===== config.mk =====
export PLATFORM = sky130hd
export DESIGN_NAME = rgbc_window
export DESIGN_NICKNAME = d
export VERILOG_FILES = /design/src/design/rgbc_pkg.sv /design/src/design/rgbc_window.sv
export SDC_FILE = /design/constraint.sdc
export NUM_CORES = 1
export LEC_CHECK = 0
export BUFFER_PORTS_ARGS = -buffer_cell sky130_fd_sc_hd__buf_2
export CAP_MARGIN = 30
export CORE_ASPECT_RATIO = 1.2
export CORE_MARGIN = 2
export CORE_UTILIZATION = 60
export CTS_CLUSTER_DIAMETER = 30
export DETAILED_ROUTE_END_ITERATION = 7
export GPL_ROUTABILITY_DRIVEN = 1
export PLACE_DENSITY = 0.82
export SLEW_MARGIN = 20
export SYNTH_ARGS = -nofsm -noshare
export SYNTH_HDL_FRONTEND = slang
export SYNTH_SLANG_ARGS = --single-unit

===== constraint.sdc =====
create_clock -name i_clk -period 16.2 [get_ports i_clk]
set_input_delay 3.24 -clock i_clk [delete_from_list [all_inputs] [get_ports i_clk]]
set_output_delay 3.24 -clock i_clk [all_outputs]
set_load 0.02 [all_outputs]

===== src/design/rgbc_pkg.sv =====
// Package for the RGB 3x3 convolution block: pixel and window types,
// register indexes, reset values and the per-channel kernel sum.
// Used by every module in the design folder.
package rgbc_pkg;

    typedef logic [23:0] t_pix;          // red 7:0, green 15:8, blue 23:16
    typedef logic [8:0][23:0] t_win;     // window entries 0..8, top-left first

    typedef logic [1:0] t_cfg_idx;
    localparam t_cfg_idx CFG_IMAGE_WIDTH  = 2'd0;
    localparam t_cfg_idx CFG_IMAGE_HEIGHT = 2'd1;

    localparam logic [10:0] IMAGE_WIDTH_RESET  = 11'd600;
    localparam logic [10:0] IMAGE_HEIGHT_RESET = 11'd600;
    localparam logic [10:0] IMAGE_SIZE_MIN     = 11'd3;
    localparam logic [10:0] IMAGE_HEIGHT_MAX   = 11'd1024;

    typedef logic [1:0] t_chan;
    localparam t_chan CH_RED   = 2'd0;
    localparam t_chan CH_GREEN = 2'd1;
    localparam t_chan CH_BLUE  = 2'd2;

    // Line buffer controls from the pipeline control.
    typedef struct packed {
        logic rd_en;
        logic wr_en;
        logic fwd_hit;
    } t_lb_ctl;

    // Kernel -2 -1 0 / -1 3 1 / 0 1 2, kept modulo 256.
    function automatic logic [7:0] chan_sum(input t_win w, input t_chan ch);
        logic [7:0] a [9];
        logic [7:0] s;
        for (int i = 0; i < 9; i++) begin
            a[i] = w[i][int'(ch) * 8 +: 8];
        end
        s = a[4] + a[4] + a[4] + a[5] + a[7] + {a[8][6:0], 1'b0}
            - {a[0][6:0], 1'b0} - a[1] - a[3];
        return s;
    endfunction

endpackage


===== src/design/rgbc_window.sv =====
// 3x3 window of pixel registers and the three channel sums of the window
// after the next shift. Depends on rgbc_pkg.
module rgbc_window (
    input  logic           i_clk,
    input  logic           i_rst_n,
    input  logic           i_shift,
    input  rgbc_pkg::t_pix i_up2,
    input  rgbc_pkg::t_pix i_up1,
    input  rgbc_pkg::t_pix i_pix,
    output logic [7:0]     o_red,
    output logic [7:0]     o_green,
    output logic [7:0]     o_blue
);

    rgbc_pkg::t_win r_win;
    rgbc_pkg::t_win n_win;

    // Rows shift left by one; the right column takes i_up2, i_up1 and i_pix.
    always_comb begin
        n_win    = r_win;
        n_win[0] = r_win[1];
        n_win[1] = r_win[2];
        n_win[2] = i_up2;
        n_win[3] = r_win[4];
        n_win[4] = r_win[5];
        n_win[5] = i_up1;
        n_win[6] = r_win[7];
        n_win[7] = r_win[8];
        n_win[8] = i_pix;
    end

    always_ff @(posedge i_clk) begin
        if (!i_rst_n) begin
            r_win <= '0;
        end else if (i_shift) begin
            r_win <= n_win;
        end
    end

    assign o_red   = rgbc_pkg::chan_sum(n_win, rgbc_pkg::CH_RED);
    assign o_green = rgbc_pkg::chan_sum(n_win, rgbc_pkg::CH_GREEN);
    assign o_blue  = rgbc_pkg::chan_sum(n_win, rgbc_pkg::CH_BLUE);

endmodule


## Word-level counts from Yosys, hierarchy flattened

Cells that the tools add are included.

- Word-level logic and storage cells: 29
- Input port bits: 75
- Register bits: 119

- $add $sub $neg: 24

Operator list:

| cell | count |
|---|---|
| 8-bit adder | 15 |
| 8-bit subtractor | 9 |

## Logic depth before layout (Yosys ltp)

Gate-level depths: netlist of run 1.

- Word-level depth: 8
- Gate-level depth with buffers: 15
- Gate-level depth less buffers: 15

## Worst setup path after synthesis of run 1

Ideal clock, no wire load.

- Kind: input to output
- Start point: input i_up1[3]
- End point: output o_red[7]
- Setup slack: 6382 ps
- Stages: 14
- Data arrival time: 6578 ps
- Cell sequence: inv_1 > fa_1 > inv_1 > fa_1 > fa_1 > inv_1 > fa_1 > inv_1 > ha_1 > a21o_1 > a21oi_1 > o21bai_1 > a21oi_1 > xnor2_1

- Longest elaborated chain between the ends: 6

Ends and longest elaborated chain:

| what | line | text |
|---|---|---|
| start: declaration | rgbc_window.sv:8 | `input rgbc_pkg::t_pix i_up1,` |
| 8-bit adder (3 in series) | rgbc_pkg.sv:37 | `s = a[4] + a[4] + a[4] + a[5] + a[7] + {a[8][6:0], 1'b0}` |
| 8-bit subtractor (3 in series) | rgbc_pkg.sv:38 | `- {a[0][6:0], 1'b0} - a[1] - a[3];` |
| end: declaration | rgbc_window.sv:10 | `output logic [7:0] o_red,` |

Every way passes these cells.

## Worst setup path after layout of run 1

Ends and elaborated chain as after synthesis.

==> results of run 1 <==
-- path summary, 6_finish.rpt --
check	start	end	slack, ns	depth (start not counted)
hold / removal	n_win[73]	n_win[73]	0.52	2
hold reg to reg	n_win[73]	n_win[73]	0.52	2
setup reg to reg	n_win[109]	n_win[85]	15.45	2
setup / recovery	i_up1[3]	o_red[7]	6.06	16
-- layer usage --
metal  GRT usage  vias to the layer above
li1            -                     2497
met1       0.254                     2453
met2       0.385                       82
met3      0.0602                       23
met4      0.0771                        2
met5           0                        -
-- cell usage after synthesis --
| library cell | instances |
|---|---|
| sky130_fd_sc_hd__buf_4 | 3 |
| sky130_fd_sc_hd__buf_2 | 11 |
| sky130_fd_sc_hd__mux2i_1 | 117 |
| sky130_fd_sc_hd__clkbuf_1 | 12 |
| sky130_fd_sc_hd__a21oi_1 | 9 |
| sky130_fd_sc_hd__ha_1 | 27 |
| sky130_fd_sc_hd__nor2b_1 | 117 |
| sky130_fd_sc_hd__xnor2_1 | 46 |
| sky130_fd_sc_hd__o21bai_1 | 3 |
| sky130_fd_sc_hd__xor2_1 | 5 |
| sky130_fd_sc_hd__nor2_1 | 4 |
| sky130_fd_sc_hd__fa_1 | 111 |
| sky130_fd_sc_hd__inv_1 | 196 |
| sky130_fd_sc_hd__a21o_1 | 4 |
| sky130_fd_sc_hd__dfxtp_1 | 117 |
-- worst reg2reg max path, cell delays in order, from the launching register on --
cell,delay [ns]
sky130_fd_sc_hd__dfxtp_1,0.44
sky130_fd_sc_hd__mux2i_1,0.12
sky130_fd_sc_hd__nor2b_1,0.13
-- area by class of cell --
type | instances | area (sq um)
timing repair buffer | 102 | 567
fill | 1009 | 3890
antenna | 1 | 2.50
clock buffer | 22 | 474
clock inverter | 6 | 55.1
tap | 168 | 210
multi-input combinational | 443 | 5020
sequential | 117 | 2340
inverter | 196 | 736
-- where the power goes --
group	leakage, nW	internal, mW	total (mW)	switching [mW]
sequential	0.960	0.303	0.315	0.0118
combinational	3.25	0.325	0.775	0.450
clock	0.267	0.217	0.339	0.121
total	4.47	0.845	1.43	0.583
-- kinds of logic (layout without fill, tap and decap cells) --
logic type / count (synthesis) / in the layout / share of synthesized area
buffers and inverters: 222 / 326 / 0.104
adder cells (fa/ha/maj): 138 / 138 / 0.311
AND/OR/NAND/NOR: 121 / 121 / 0.0908
multiplexers: 117 / 117 / 0.142
flip-flops: 117 / 117 / 0.285
XOR/XNOR: 51 / 51 / 0.0543
AO/OA/AOI/OAI: 16 / 16 / 0.0119
other: 0 / 1 / 0
==> metrics.md, run 1 <==
| Metric | Value |
|---|---|
| Status | `completed` |
| RSZ-0062 raised after global routing | `false` |
| Metal2 WL | `7690 um` |
| Routed wire length on met3 | `571 um` |
| Worst slew margin relative to its limit | `0.573` |
| Startpoint class of the critical path | `input port` |
| Avg WL per Cell | `about 14 um` |
| Floorplan Core Area | `13300 sq um` |
| Final instance area | `9410 sq um` |
| Max Cap Viol | `0` |
| Most frequent standard cell in the layout excluding fill and tap cells | `sky130_fd_sc_hd__inv_1` |
| Overall Power | `1.43 mW` |
| Instance count after placement with tap cells included | `1025` |
| Sequential-to-total area share from yosys stat | `0.285` |
| Max-slew violations | `0` |
| Final Instance Count excl. Fillers | `between 1000 and 1500` |
| Top delay family on crit path | `adder cells` |
| Post-CTS setup buffers | `0` |
| Die Y | `132 um` |
| Starting Density | `0.618` |
| Post-route ant nets | `0` |
| Total negative setup slack | `0 ns` |
| Post-placement cell area | `8850 sq um` |
| Peak supply drop | `around 280 uV` |
| Number of antenna violations at the first check in global routing | `2` |
| Final worst hold slack | `0.516 ns` |
| Maximum count of clock buffers along a single path | `2` |
| Maximum cell stage delay along the critical path | `roughly 0.53 ns` |
| I/O Pins | `a little under 100` |
| Buf+Inv Stages, Crit Path | `6` |
| Via-per-instance ratio | `4.79` |
| Kind of critical path | `input port to output pin` |
| Library cell with the largest summed area after synthesis | `sky130_fd_sc_hd__dfxtp_1` |
| Tmin final | `10.14 ns` |
| Gate count after technology mapping | `782` |
| Die area | `14700 sq um` |
| Unique cell type count in the Yosys netlist | `15` |
| Overflow left after global routing | `0` |
| Share of the synthesized area in the top cell type | `0.285` |
| Total detailed-routing wirelength | `around 14000 um` |
| Clock sink count | `117` |
| Power density normalized to cell area | `about 150 nW/um^2` |
| Pin count of the biggest net entering global routing | `118` |
| Number of synthesized register bits | `117` |
| Routability Congestion | `~0.80` |
| Minimum setup slack after placement | `between 6 and 7 ns` |
| Number of buffers inserted by port buffering | `98` |
| Wire length of the first global-routing pass | `approximately 26000 um` |
| Synth Warn # | `0` |
| Data arrival time of the critical path | `6.90 ns` |
| Remaining routing DRC violations | `0` |
| Drt first-iter violations | `111` |
| CTS H-Tree Depth | `4` |
| Final hold vios | `0` |
| Uppermost routed layer | `met5` |
| CP max-delay cell | `sky130_fd_sc_hd__fa_1` |
| Post-route met1 wirelength | `5950 um` |
| Final core utilization | `0.708` |
| Finish-stage setup viols | `0` |
| Number of vias in the routed layout | `5057` |
| Biggest fanout along the worst timing path | `2` |
| Worst clock skew on the final layout | `between 0.003 and 0.004 ns` |
| Synth Area per Inst | `10.5 sq um` |
| Crit share post-route | `0.626` |
| Layout net count | `1090` |
| Share of cells above drive strength 1 | `0.144` |
| Most frequent cells in the layout | `196 x sky130_fd_sc_hd__inv_1, 117 x sky130_fd_sc_hd__mux2i_1, 117 x sky130_fd_sc_hd__nor2b_1, 117 x sky130_fd_sc_hd__dfxtp_1, 111 x sky130_fd_sc_hd__fa_1` |
| Flip-flop count of the largest register after layout | `117` |
| Root Buffer Master | `sky130_fd_sc_hd__clkbuf_16` |
| Cell Area, Synth | `8220 sq um` |
| Worst EP required | `about 13 ns` |
| Worst Tran Pin Value | `about 0.64 ns` |
| Pre-Repair DR Iteration Count | `4` |
| Cell chain of the critical path | `buf_2 > inv_1 > fa_1 > inv_1 > fa_1 > fa_1 > inv_1 > fa_1 > inv_1 > ha_1 > a21o_1 > a21oi_1 > o21bai_1 > a21oi_1 > xnor2_1 > buf_2` |
| Placement row count | `between 40 and 50` |
| Die extent in x | `around 110 um` |
| Crit path capture type | `output pin` |
| Number of nets produced by synthesis | `between 900 and 1000` |
| Area overhead of the layout relative to synthesis | `14.4%` |
| Worst-Skew Late Latency | `between 0.4 and 0.5 ns` |
| Clock slew seen by the registers of the worst setup and hold paths | `around 0.050 ns` |
| Number of buffers created by CTS | `17` |
| Setup slack after layout | `just over 6 ns` |
| Post-cts sizing count | `0` |
| Type of the worst min-delay path | `register to register` |
| Clock tree from TritonCTS | `built` |
| Total GRT Usage | `0.218` |
| Number of buffers inserted for hold repair after clock tree synthesis | `0` |
| Via count of the first global-routing pass | `5713` |
| Achievable clock frequency | `0.0987 GHz` |
| Leak Pwr | `approximately 4.5 nW` |
| Detailed placement HPWL | `around 11000 um` |
| Leading post-synthesis cells by cell area | `sky130_fd_sc_hd__dfxtp_1 28%, sky130_fd_sc_hd__fa_1 27%, sky130_fd_sc_hd__mux2i_1 14%` |
Note: power is estimated with default switching activity, not from simulation.
==> run 2, diff against run 1 <==
- clock period: 16.2 -> 9.48 ns (I/O delays scaled with it)
==> run 2 against run 1 <==
Compared with the run above:
- count of clock-buffer cells in the layout rose by 1
- sequential share of layout area barely moved
- wire length fell by 3.5%
- critical endpoint unchanged
- largest power group unchanged
==> metrics.md, run 2 (synthesis results as in run 1) <==
| Metric | Value |
|---|---|
| RSZ-0062 raised after global routing | `false (unchanged)` |
| Flip-flop count of the largest register after layout | `117 (unchanged)` |
| Global-route track usage on met1 | `0.254 (about the same)` |
| Worst Hold Launch | `n_win[177] (was n_win[73])` |
| Crit path launch | `i_up1[3] (unchanged)` |
| Post-CTS setup buffers | `0 (unchanged)` |
| Worst Tran Pin Value | `0.930 ns (was 0.640 ns)` |
| Setup slack of the most critical reg-to-reg path | `8.72 ns (was 15.45 ns)` |
| Remaining routing DRC violations | `0 (unchanged)` |
| Final Instance Count excl. Fillers | `1058 (was 1055)` |
| Overflow left after global routing | `0 (unchanged)` |
| Floorplan Core Area | `13300 sq um (unchanged)` |
| Met2 demand-to-capacity share in global routing | `0.363 (was 0.385)` |
| Status | `completed (unchanged)` |
| Drt first-iter violations | `102 (was 111)` |
| Post-cts sizing count | `0 (unchanged)` |
| Area overhead of the layout relative to synthesis | `14.3% (was 14.4%)` |
| Worst EP required | `7.58 ns (was 12.96 ns)` |
| Most frequent cells in the layout | `196 x sky130_fd_sc_hd__inv_1, 117 x sky130_fd_sc_hd__mux2i_1, 117 x sky130_fd_sc_hd__nor2b_1, 117 x sky130_fd_sc_hd__dfxtp_1, 111 x sky130_fd_sc_hd__fa_1 (unchanged)` |
| Clock slew seen by the registers of the worst setup and hold paths | `0.05 ns (about the same)` |
| Data arrival time of the critical path | `5.54 ns (was 6.90 ns)` |
| Starting Density | `0.618 (unchanged)` |
| Fill count | `987 (was 1009)` |
| Worst slew margin relative to its limit | `0.380 (was 0.573)` |
| Kind of critical path | `input port to output pin (unchanged)` |
| Total detailed-routing wirelength | `13900 um (was 14400 um)` |
| Max Cap Viol | `0 (unchanged)` |
| Crit share post-route | `0.785` |
| Peak supply drop | `573 uV (was 284 uV)` |
| Wire length of the first global-routing pass | `25000 um (was 25800 um)` |
| Pin count of the biggest net entering global routing | `118 (unchanged)` |
| Crit path capture type | `output pin (unchanged)` |
| Layout net count | `1089 (was 1090)` |
| Worst reg2reg endpoint | `n_win[74] (was n_win[85])` |
| Highest-utilization routing layer at the global route stage | `met2 (unchanged)` |
| Root Buffer Master | `sky130_fd_sc_hd__clkbuf_16 (unchanged)` |
| Instance count after placement with tap cells included | `1025 (unchanged)` |
| Final hold vios | `0 (unchanged)` |
| Number of buffers created by CTS | `17 (unchanged)` |
| Area of combinational cells with multiple inputs | `5020 sq um (unchanged)` |
| Power density normalized to cell area | `262 nW/um^2 (was 152 nW/um^2)` |
| R2R cell count | `2 (unchanged)` |
| Total negative setup slack | `0 ns (unchanged)` |
| Total GRT Usage | `0.211 (was 0.218)` |
| Area occupied by registers | `2340 sq um (unchanged)` |
| Post-route ant nets | `0 (unchanged)` |
| Detailed placement HPWL | `10400 um (was 10700 um)` |
| CTS H-Tree Depth | `4 (unchanged)` |
| Hold Crit Depth | `2 (unchanged)` |
| Minimum setup slack after placement | `2.03 ns (was 6.05 ns)` |
| Startpoint class of the critical path | `input port (unchanged)` |
| Capture endpoint of the worst hold path | `n_win[177] (was n_win[73])` |
| Die extent in x | `111 um (unchanged)` |
| Placement row count | `46 (unchanged)` |
| Achievable clock frequency | `0.134 GHz` |
| Via count of the first global-routing pass | `5582 (was 5713)` |
| Launching point of the worst reg2reg path | `n_win[98] (was n_win[109])` |
| Number of vias in the routed layout | `5043 (was 5057)` |
| Worst clock skew on the final layout | `0.00454 ns (was 0.00345 ns)` |
| Setup slack after layout | `2.04 ns (was 6.06 ns)` |
| Most frequent standard cell in the layout excluding fill and tap cells | `sky130_fd_sc_hd__inv_1 (unchanged)` |
| Finish-stage setup viols | `0 (unchanged)` |
| Final core utilization | `0.707 (was 0.708)` |
| Worst-Skew Late Latency | `0.41 ns (about the same)` |
| Number of antenna violations at the first check in global routing | `1 (was 2)` |
| Die Y | `132 um (unchanged)` |
| Share of cells above drive strength 1 | `0.146 (was 0.144)` |
| Max-slew violations | `0 (unchanged)` |
| Biggest fanout along the worst timing path | `2 (unchanged)` |
| Number of buffers inserted for hold repair after clock tree synthesis | `0 (unchanged)` |
| Pre-Repair DR Iteration Count | `5 (was 4)` |
| Type of the worst min-delay path | `register to register (unchanged)` |
| Routability Congestion | `0.803 (about the same)` |
| Clock sink count | `117 (unchanged)` |
| Number of buffers inserted by port buffering | `98 (unchanged)` |
| Avg WL per Cell | `13.2 um (was 13.7 um)` |
| Via-per-instance ratio | `4.77 (was 4.79)` |
| Met3 GRT Util | `0.0533 (was 0.0602)` |
| Clock tree from TritonCTS | `built (unchanged)` |
| Post-placement cell area | `8840 sq um (was 8850 sq um)` |
| Die area | `14700 sq um (unchanged)` |
| Maximum count of clock buffers along a single path | `2 (unchanged)` |
| I/O Pins | `99 (unchanged)` |
| Final instance area | `9400 sq um (was 9410 sq um)` |
| Leak Pwr | `4.46 nW (was 4.47 nW)` |
| Tmin final | `7.44 ns` |
## run 2: worst max-delay path: stages
cell and delay (ns):
sky130_fd_sc_hd__buf_2 0.09, sky130_fd_sc_hd__inv_1 0.05, sky130_fd_sc_hd__fa_1 0.53, sky130_fd_sc_hd__inv_1 0.05
sky130_fd_sc_hd__fa_1 0.49, sky130_fd_sc_hd__fa_1 0.51, sky130_fd_sc_hd__inv_1 0.06, sky130_fd_sc_hd__fa_1 0.53
sky130_fd_sc_hd__inv_1 0.07, sky130_fd_sc_hd__ha_1 0.28, sky130_fd_sc_hd__a21o_1 0.17, sky130_fd_sc_hd__a21oi_1 0.24
sky130_fd_sc_hd__o21bai_1 0.09, sky130_fd_sc_hd__a21oi_1 0.17, sky130_fd_sc_hd__xnor2_1 0.13, sky130_fd_sc_hd__buf_2 0.18
## run 2: per-layer routing
layer / up-vias / share of wire / wire length (um)
met2: 95 / 0.51 / 7100
met3: 27 / 0.043 / 593
met5: - / 0 / 0
met1: 2412 / 0.43 / 5950
li1: 2509 / - / -
met4: 0 / 0.021 / 286
## run 2: worst max path at each step
stage	end	slack, ns	depth (start not counted)
after global routing	o_red[7]	1.78	16
final	o_red[7]	2.04	16
after global placement	o_red[7]	2.10	16
after detailed placement	o_red[7]	2.03	16
after floorplan	o_red[7]	2.35	14
after CTS	o_red[7]	2.02	16
## run 2: cell type report
| cell class | count | area share |
|---|---|---|
| inverter | 196 | 0.0783 |
| timing repair buffer | 101 | 0.0566 |
| multi-input combinational | 443 | 0.534 |
| antenna | 1 | 0.000266 |
| clock buffer | 23 | 0.0508 |
| tap | 168 | 0.0224 |
| clock inverter | 9 | 0.00825 |
| sequential | 117 | 0.249 |
## run 2: stage by stage
step                hold slack, ns  power [mW]
global route                 0.537        2.65
global placement             0.497        1.83
floorplan                    0.483        1.55
CTS                          0.518        2.50
finish                       0.512        2.46
detailed placement           0.505        1.88
## run 2: report_power, final
part	total, mW	internal, mW	switching (mW)
clock	0.599	0.378	0.221
sequential	0.537	0.517	0.0201
combinational	1.33	0.555	0.773
